<file path="src/sv/odd_even_transposition_sorter_macros.svh">
// assertion macros for the odd-even transposition sorter
// used by files that carry concurrent assertions; clock i_clk, reset i_rst_n
`ifndef ODD_EVEN_TRANSPOSITION_SORTER_MACROS_SVH
`define ODD_EVEN_TRANSPOSITION_SORTER_MACROS_SVH

`ifndef NO_ASSERTIONS
`define OETS_ASSERT_IMPL(label, ante, cons) \
    label: assert property (@(posedge i_clk) disable iff (!i_rst_n) (ante) |-> (cons)) \
        else $error("assertion failed");
`define OETS_ASSERT_NEXT(label, ante, cons) \
    label: assert property (@(posedge i_clk) disable iff (!i_rst_n) (ante) |=> (cons)) \
        else $error("assertion failed");
`else
`define OETS_ASSERT_IMPL(label, ante, cons)
`define OETS_ASSERT_NEXT(label, ante, cons)
`endif

`endif

</file>
<file path="src/sv/oets_pkg.sv">
// shared types and constants for the odd-even transposition sorter
// no dependencies
`default_nettype none

package oets_pkg;

    localparam int VAL_W = 32;

    typedef logic signed [VAL_W-1:0] t_value;

    typedef enum logic [1:0] {
        ST_LOAD,
        ST_SORT,
        ST_EMIT
    } t_state;

    typedef struct packed {
        logic load;
        logic sort;
        logic odd;
        logic emit;
    } t_cell_ctl;

endpackage

`default_nettype wire

</file>
<file path="src/sv/odd_even_transposition_sorter.sv">
// odd-even transposition sorter: top level, chain of sorting cells plus sequencer
// depends on oets_pkg, oets_cell, oets_ctrl
//
//   channel  signals                                      direction
//   input    i_valid, o_stall, i_value, i_last            in
//   output   o_valid, i_stall, o_value_res, o_last_res,   out
//            o_overflow
//
// a set of items loads at one item per cycle, then passes through the sort phases
// (one compare-swap phase across the whole cell chain per cycle), then is emitted item by item
// input stall is high during sort and emit; emit advances only on unstalled cycles
// synchronous active-low reset clears the sequencer; cell contents need no reset
`default_nettype none

module odd_even_transposition_sorter import oets_pkg::*; #(
    parameter int MAX_ITEMS = 16
) (
    input  wire logic        i_clk,
    input  wire logic        i_rst_n,
    input  wire logic        i_valid,
    output logic             o_stall,
    input  wire logic [31:0] i_value,
    input  wire logic        i_last,
    output logic             o_valid,
    input  wire logic        i_stall,
    output logic [31:0]      o_value_res,
    output logic             o_last_res,
    output logic             o_overflow
);

    localparam int CNT_W = $clog2(MAX_ITEMS + 1);

    t_cell_ctl        ctl;
    logic [CNT_W-1:0] count;
    t_value           vals [MAX_ITEMS];
    logic             gts  [MAX_ITEMS];

    oets_ctrl #(
        .MAX_ITEMS (MAX_ITEMS),
        .CNT_W     (CNT_W)
    ) u_ctrl (
        .i_clk      (i_clk),
        .i_rst_n    (i_rst_n),
        .i_valid    (i_valid),
        .i_last     (i_last),
        .o_stall    (o_stall),
        .o_valid    (o_valid),
        .i_stall    (i_stall),
        .o_last_res (o_last_res),
        .o_overflow (o_overflow),
        .o_ctl      (ctl),
        .o_count    (count)
    );

    for (genvar g = 0; g < MAX_ITEMS; g++) begin : g_cell
        t_value left;
        t_value right;
        logic   left_gt;

        if (g == 0) begin : g_head
            assign left    = t_value'(i_value);
            assign left_gt = 1'b0;
        end else begin : g_body
            assign left    = vals[g-1];
            assign left_gt = gts[g-1];
        end

        if (g == MAX_ITEMS - 1) begin : g_tail
            assign right = '0;
        end else begin : g_inner
            assign right = vals[g+1];
        end

        oets_cell #(
            .INDEX (g),
            .CNT_W (CNT_W)
        ) u_cell (
            .i_clk     (i_clk),
            .i_ctl     (ctl),
            .i_count   (count),
            .i_left    (left),
            .i_right   (right),
            .i_left_gt (left_gt),
            .o_value   (vals[g]),
            .o_gt      (gts[g])
        );
    end

    assign o_value_res = 32'(vals[0]);

endmodule

`default_nettype wire

</file>
<file path="src/sv/oets_cell.sv">
// one cell of the sorting chain: holds one value, shifts and compare-swaps
// depends on oets_pkg
`default_nettype none

module oets_cell import oets_pkg::*; #(
    parameter int INDEX = 0,
    parameter int CNT_W = 5
) (
    input  wire logic             i_clk,
    input  wire t_cell_ctl        i_ctl,
    input  wire logic [CNT_W-1:0] i_count,
    input  wire t_value           i_left,
    input  wire t_value           i_right,
    input  wire logic             i_left_gt,
    output t_value                o_value,
    output logic                  o_gt
);

    localparam logic [CNT_W-1:0] IDX_SELF = CNT_W'(INDEX);
    localparam logic [CNT_W-1:0] IDX_NEXT = CNT_W'(INDEX + 1);
    localparam bit               IDX_ODD  = (INDEX % 2) == 1;
    localparam bit               HAS_LEFT = INDEX > 0;

    t_value r_val;
    t_value n_val;
    logic   lower;
    logic   upper;

    assign o_gt    = r_val > i_right;
    assign o_value = r_val;

    always_comb begin
        lower = i_ctl.sort && (i_ctl.odd == IDX_ODD) && (IDX_NEXT < i_count);
        upper = i_ctl.sort && (i_ctl.odd != IDX_ODD) && HAS_LEFT && (IDX_SELF < i_count);
        if (i_ctl.load) begin
            n_val = i_left;
        end else if (i_ctl.emit) begin
            n_val = i_right;
        end else if (lower && o_gt) begin
            n_val = i_right;
        end else if (upper && i_left_gt) begin
            n_val = i_left;
        end else begin
            n_val = r_val;
        end
    end

    always_ff @(posedge i_clk) begin
        r_val <= n_val;
    end

endmodule

`default_nettype wire

</file>
<file path="src/sv/oets_ctrl.sv">
// sequencer for the sorter: load, sort phases, emit; count and drop flag
// depends on oets_pkg and odd_even_transposition_sorter_macros.svh
`default_nettype none

`include "odd_even_transposition_sorter_macros.svh"

module oets_ctrl import oets_pkg::*; #(
    parameter int MAX_ITEMS = 16,
    parameter int CNT_W     = 5
) (
    input  wire logic             i_clk,
    input  wire logic             i_rst_n,
    input  wire logic             i_valid,
    input  wire logic             i_last,
    output logic                  o_stall,
    output logic                  o_valid,
    input  wire logic             i_stall,
    output logic                  o_last_res,
    output logic                  o_overflow,
    output t_cell_ctl             o_ctl,
    output logic [CNT_W-1:0]      o_count
);

    localparam logic [CNT_W-1:0] CAP = CNT_W'(MAX_ITEMS);
    localparam logic [CNT_W-1:0] ONE = CNT_W'(1);

    t_state           r_state;
    t_state           n_state;
    logic [CNT_W-1:0] r_count;
    logic [CNT_W-1:0] n_count;
    logic [CNT_W-1:0] r_phase;
    logic [CNT_W-1:0] n_phase;
    logic             r_dropped;
    logic             n_dropped;

    always_ff @(posedge i_clk) begin
        if (!i_rst_n) begin
            r_state   <= ST_LOAD;
            r_count   <= '0;
            r_phase   <= '0;
            r_dropped <= 1'b0;
        end else begin
            r_state   <= n_state;
            r_count   <= n_count;
            r_phase   <= n_phase;
            r_dropped <= n_dropped;
        end
    end

    always_comb begin
        n_state   = r_state;
        n_count   = r_count;
        n_phase   = r_phase;
        n_dropped = r_dropped;
        o_ctl     = '{load: 1'b0, sort: 1'b0, odd: r_phase[0], emit: 1'b0};
        o_stall   = 1'b1;
        o_valid   = 1'b0;
        case (r_state)
            ST_LOAD: begin
                o_stall = 1'b0;
                if (i_valid) begin
                    if (r_count < CAP) begin
                        o_ctl.load = 1'b1;
                        n_count    = r_count + ONE;
                    end else begin
                        n_dropped = 1'b1;
                    end
                    if (i_last) begin
                        n_state = ST_SORT;
                        n_phase = '0;
                    end
                end
            end
            ST_SORT: begin
                o_ctl.sort = 1'b1;
                n_phase    = r_phase + ONE;
                if (r_phase == r_count - ONE) begin
                    n_state = ST_EMIT;
                end
            end
            ST_EMIT: begin
                o_valid = 1'b1;
                if (!i_stall) begin
                    o_ctl.emit = 1'b1;
                    n_count    = r_count - ONE;
                    if (r_count == ONE) begin
                        n_state   = ST_LOAD;
                        n_dropped = 1'b0;
                    end
                end
            end
            default: begin
                n_state = ST_LOAD;
            end
        endcase
    end

    assign o_last_res = r_count == ONE;
    assign o_overflow = r_dropped;
    assign o_count    = r_count;

    `OETS_ASSERT_IMPL(a_count_range, 1'b1, r_count <= CAP)
    `OETS_ASSERT_IMPL(a_emit_nonempty, r_state == ST_EMIT, r_count != '0)
    `OETS_ASSERT_IMPL(a_phase_range, r_state == ST_SORT, r_phase < r_count)
    `OETS_ASSERT_NEXT(a_set_done, o_valid && !i_stall && o_last_res,
        r_state == ST_LOAD && r_count == '0 && !r_dropped)

endmodule

`default_nettype wire

</file>
<file path="config.mk">
export PLATFORM = sky130hd
export DESIGN_NAME = odd_even_transposition_sorter
export DESIGN_NICKNAME = d
export VERILOG_FILES = /design/src/sv/oets_pkg.sv /design/src/sv/odd_even_transposition_sorter.sv /design/src/sv/oets_cell.sv /design/src/sv/oets_ctrl.sv
export VERILOG_INCLUDE_DIRS = /design/src /design/src/sv
export SDC_FILE = /design/constraint.sdc
export NUM_CORES = 1
export LEC_CHECK = 0
export BUFFER_PORTS_ARGS = -buffer_cell sky130_fd_sc_hd__buf_4
export CAP_MARGIN = 30
export CORE_MARGIN = 2
export CORE_UTILIZATION = 60
export DETAILED_ROUTE_END_ITERATION = 12
export PLACE_DENSITY = 0.81
export SYNTH_ARGS = -nofsm -noshare
export SYNTH_HDL_FRONTEND = slang
export SYNTH_HIERARCHICAL = 1
export SYNTH_SLANG_ARGS = --single-unit
</file>
<file path="constraint.sdc">
create_clock -name i_clk -period 13.6 [get_ports i_clk]
set_input_delay 0.68 -clock i_clk [delete_from_list [all_inputs] [get_ports i_clk]]
set_output_delay 0.68 -clock i_clk [all_outputs]
set_load 0.03 [all_outputs]
</file>
After elaboration in Yosys (flattened, before gate mapping)
Index checks and enable logic that the tools add are counted.

Add/sub/neg operators: 3. Multipliers: 0. Divide/modulo/power cells: 0. Magnitude comparators: 33. Equal/unequal tests: 11. Shift-type cells: 0. Multiplexer cells: 89. Bitwise logic cells: 1. Reduce and logical (&&, ||, !) cells: 57.

Operators with widths (number): 32-bit 2-to-1 mux (63); 32-bit greater-than comparator (15); 4-bit nonzero test (15); 4-bit by 5-bit < comparator with 1-bit output (first input constant) (8); 1-bit logical AND (34); 32-bit by 1-bit greater-than comparator with 1-bit output (second input constant) (1); 5-bit 2-to-1 mux (5); 3-bit by 5-bit < comparator with 1-bit output (first input constant) (4); 5-bit one-hot mux with 2 select lines (2); 1-bit 2-to-1 mux (12); 5-bit by 1-bit adder with 5-bit output (second input constant) (2); 2-bit by 5-bit < comparator with 1-bit output (first input constant) (2); 2-bit 2-to-1 mux (5); 2-bit inequality test (second input constant) (5); 5-bit AND reduction (2); 2-bit one-hot mux with 3 select lines (1); 5-bit by 1-bit == test with 1-bit output (second input constant) (1); 5-bit == test (1); 1-bit by 5-bit < comparator with 1-bit output (first input constant) (1); 5-bit < comparator (first input constant) (1); 5-bit < comparator (second input constant) (1); 5-bit by 1-bit subtractor with 5-bit output (second input constant) (1); 2-bit by 1-bit inequality test with 1-bit output (second input constant) (2); 4-bit AND reduction (1); 8 further kinds (9).

Bits in registers: 525. Latch bits: 0. RAM bits: 0. ROM bits: 0. Bits of input ports: 37. Output and inout port bits: 36. Logic and storage cells: 214. Memories kept: 0.

Depth between registers and ports, before layout
Word-level depth: 9. Depth in mapped cells: 12. Mapped depth without buffers: 12.

Modules after synthesis
The synthesis kept the hierarchy.

By module, submodules not included: oets_cell at g_cell[11].u_cell ... (times used 2, cells an instance 201, area an instance 2308.5 um^2); oets_cell at g_cell[3].u_cell ... (times used 2, cells an instance 201, area an instance 2307.2 um^2); oets_cell at g_cell[10].u_cell (times used 1, cells an instance 197, area an instance 2441.1 um^2); oets_cell at g_cell[12].u_cell (times used 1, cells an instance 197, area an instance 2438.6 um^2); oets_cell at g_cell[2].u_cell (times used 1, cells an instance 194, area an instance 2433.6 um^2); oets_cell at g_cell[6].u_cell (times used 1, cells an instance 195, area an instance 2428.6 um^2); oets_cell at g_cell[15].u_cell (times used 1, cells an instance 194, area an instance 2426.1 um^2); oets_cell at g_cell[7].u_cell (times used 1, cells an instance 192, area an instance 2396.0 um^2); oets_cell at g_cell[14].u_cell (times used 1, cells an instance 198, area an instance 2387.3 um^2); oets_cell at g_cell[9].u_cell (times used 1, cells an instance 195, area an instance 2383.5 um^2); oets_cell at g_cell[8].u_cell (times used 1, cells an instance 194, area an instance 2379.8 um^2); oets_cell at g_cell[13].u_cell (times used 1, cells an instance 194, area an instance 2297.2 um^2); oets_cell at g_cell[4].u_cell (times used 1, cells an instance 198, area an instance 2282.2 um^2); oets_cell at g_cell[0].u_cell (times used 1, cells an instance 223, area an instance 2124.5 um^2); 2 more rows.

Worst setup path before layout
OpenSTA, ideal clock, no wires.

Path kind: register to register. From: register u_ctrl.r_state[1]. To: register g_cell[9].u_cell.r_val[0], enable pin. Library setup time: 0.466 ns. Arrival time: 5.573 ns. Data required time: 13.134 ns. Slack: 7.561 ns. Cell stages (with the launch flop): 5. Buffers on the path: 0. Clock period less this slack: 6.039 ns. Cell sequence: dfxtp_1 > or2_2 > nor3b_1 > nor3_1 > o21ai_0.

RTL lines: start: declaration (RTL line oets_ctrl.sv:27) `t_state r_state;`; start signal: assignment (RTL line oets_ctrl.sv:43) `r_state <= n_state;`; end signal: assignment (RTL line oets_cell.sv:49) `r_val <= n_val;`; end: declaration (RTL line oets_cell.sv:24) `t_value r_val;`.

Final worst setup path
From: register g_cell[10].u_cell.r_val[14]. To: register g_cell[9].u_cell.r_val[25], enable pin.

Word-level cells in the longest chain between the ends: 3.

RTL lines: start: declaration (RTL line oets_cell.sv:24); start signal: assignment (RTL line oets_cell.sv:49); 32-bit greater-than comparator (RTL line oets_cell.sv:29) `assign o_gt = r_val > i_right;`; via g_cell[10].left_gt (RTL line odd_even_transposition_sorter.sv:58) `logic left_gt;`; 1-bit logical AND (RTL line oets_cell.sv:39) `end else if (lower && o_gt) begin`; 4-bit nonzero test (no source line).

The timed path passes the listed nets, and every way through them passes these cells. A chain may end at the register's enable or synchronous reset.

==> flow_metrics.env <==
export IMPL_outcome="complete, no violations"
export IMPL_hp_start="i_value[14]"
export IMPL_grt_ovfl_total=0
export IMPL_netlist_instances=3269
export IMPL_hold_path_depth=3
export IMPL_hold_class="primary input to register"
export IMPL_die_height_um=257.3
export IMPL_reg2reg_slack_ns=9.60
export IMPL_worstMarginPinSlew_ns=0.9392
export IMPL_row_count=92
export IMPL_p_leak_uw=0.01819
export IMPL_fillerInstances=4540
export IMPL_cp_start_kind="register"
export IMPL_clock_fmax_ghz=0.2500
export IMPL_crit_type="register to register"
export IMPL_grt_antenna_before_repair=0
export IMPL_num_vias=26085
export IMPL_clkTransAtPathRegs_ns=0.06
export IMPL_relSlewSlack=0.3738
export IMPL_r2r_end="g_cell[9].u_cell/o_value[25]"
export IMPL_arrival_ns=4.30
export IMPL_grt_pass1_vias=25936
export IMPL_crit_chain="inv_1 -> ha_1 -> nand4_1 -> nor4_1 -> a21boi_0 -> o311ai_1 -> a21oi_1 -> nand2_1 -> o21ai_2 -> buf_4"
export IMPL_core_area_um2=63200
export IMPL_hold_buffers=0
export IMPL_finClkSkew_ns=0.01703
export IMPL_grt_max_degree=82
export IMPL_clock_sinks=525
export IMPL_dp_hpwl_um=62900
export IMPL_crit_slowest_cell="o21ai_2"
export IMPL_finalHoldViolCount=0
export IMPL_first_pass_iters=6
export IMPL_cts_setup_buffers=0
export IMPL_cts_buffer_depth=3
export IMPL_cts_resized=0
export IMPL_layout_drive_gt1_share=0.2016
export IMPL_diodes=0
export IMPL_cts_buffers=58
export IMPL_cts_root_buffer="clkbuf_16"
export IMPL_port_buffers=72
export IMPL_via_per_inst=6.013
export IMPL_worstHoldEndpoint="g_cell[0].u_cell/o_value[14]"
export IMPL_p_per_area_nw_per_um2=106.4
export IMPL_rsz0062_at_grt="false"
export IMPL_synth_area_per_cell_um2=11.77
export IMPL_grt_pass1_wl_um=138000
export IMPL_routed_wl_um=84180
export IMPL_drtAntennaViolNets=0
export IMPL_yosysWarnings=6
export IMPL_place_congestion=0.8492
export IMPL_first_iter_violations=2344
export IMPL_syn2layout_area_growth_pct=8.527
export IMPL_nets=3997
export IMPL_setup_violations=0
export IMPL_startpoint="g_cell[10].u_cell/o_value[14]"
export IMPL_r2r_start="g_cell[10].u_cell/o_value[14]"
export IMPL_dieArea_um2=66190
export IMPL_io_pins=73
export IMPL_drv_slew=0
export IMPL_timing_hold_ws_ns=0.3271
export IMPL_worstRegToRegCells=10
export IMPL_drc=0
export IMPL_track_usage=0.2524
export IMPL_clk_latency_ns=0.62
export IMPL_synth_area_um2=38490
export IMPL_critPathMaxStageDelay_ns=0.73
export IMPL_post_drt_wl_per_cell_um=19.41
export IMPL_period_share=0.2941
export IMPL_die_w_um=257.3
export IMPL_ctsHtreeMaxLevel=2
export IMPL_worst_endpoint_required_ns=13.90
export IMPL_maxCapViolations=0
export IMPL_fin_crit_ns=3.999
export IMPL_end_kind="register"
export IMPL_fin_tns_setup_ns=0
export IMPL_cts_tree="built"
export IMPL_start_util=0.6091
export IMPL_ir_drop_uv=95.88
export IMPL_path_max_fanout=17
stage by stage:
step / total power (µW) / instance area (µm²) / instances / setup slack (ns) / util
after floorplan: 2649 / 38730 / 3332 / 7.561 / -
final: 4443 / 41770 / 4338 / 9.601 / 0.6610
after global routing: 4634 / 41770 / 4338 / 9.453 / 0.6610
after detailed placement: 2895 / 39950 / 4230 / 9.816 / 0.6322
after global placement: 2846 / 39900 / 4228 / 9.882 / 0.6313
after CTS: 4458 / 41770 / 4338 / 9.711 / 0.6610
registers in the layout, indices dropped and copies added, names as in the netlist:
signal and cells:
u_ctrl/o_overflow 1, u_ctrl/r_state 2, u_ctrl/o_count 5, u_ctrl/r_phase 5, g_cell.u_cell/o_value 512
per-layer routing:
metal,part of all wire,vias to the layer above,global-route usage
li1,-,12447,-
met1,0.46,12767,0.3680
met2,0.46,763,0.4080
met3,0.060,108,0.02926
met4,0.014,0,0.04877
met5,0,-,0
worst max-delay path by stage:
stage                                                to  slack [ns]  cells past startpoint
after floorplan             g_cell[9].u_cell/o_value[0]        7.56                      4
after global placement    g_cell[13].u_cell/o_value[25]        9.88                      7
after detailed placement  g_cell[13].u_cell/o_value[22]        9.82                      7
after CTS                  g_cell[9].u_cell/o_value[30]        9.71                      9
after global routing        g_cell[5].u_cell/o_value[4]        9.45                     11
final                      g_cell[9].u_cell/o_value[25]        9.60                     10
power by group:
group          leakage, µW  switching (µW)  internal [µW]  total (µW)
sequential         0.00504             139           1940        2080
clock             0.000898             669            884        1550
combinational       0.0123             449            363         811
total               0.0182            1260           3190        4440
layout make-up:
class,count,area [µm²],area share
Multi-Input combinational cell,2202,20330,0.4867
Sequential cell,525,15640,0.3743
Inverter,545,2047,0.04900
Clock buffer,71,1521,0.03642
Tap cell,846,1059,0.02534
Timing Repair Buffer,112,880.8,0.02109
Clock inverter,37,296.5,0.007099
worst max-delay path, delay by kind of cell (launching register included):
family	cells	cell delay, ns
and+or+nand+nor	3	0.94
DFF	1	0.48
buffers and inverters	2	0.47
AOI/OAI and AO/OA	4	1.44
adders and majority gates	1	0.33
placed cells by master, fill, tap and decap left out, drive strengths merged, types with 8 or more instances in the layout:
cell type	count
a221o	12
nand2b	13
conb	64
or3	18
clkbuf	71
nor4	30
a31oi	12
ha	516
a211oi	16
nor3b	8
buf	112
dfxtp	13
a221oi	8
o21ai	111
edfxtp	512
nor2b	15
inv	545
mux2	481
o21a	24
o311ai	11
nand3	54
or4	8
xor2	8
clkinv	32
a21o	24
nor3	29
nand4	128
nor4b	8
a41oi	11
nor2	48
a211o	11
o211ai	16
a21oi	241
nand2	171
a311o	9
Power figures use the tool's default switching activity.
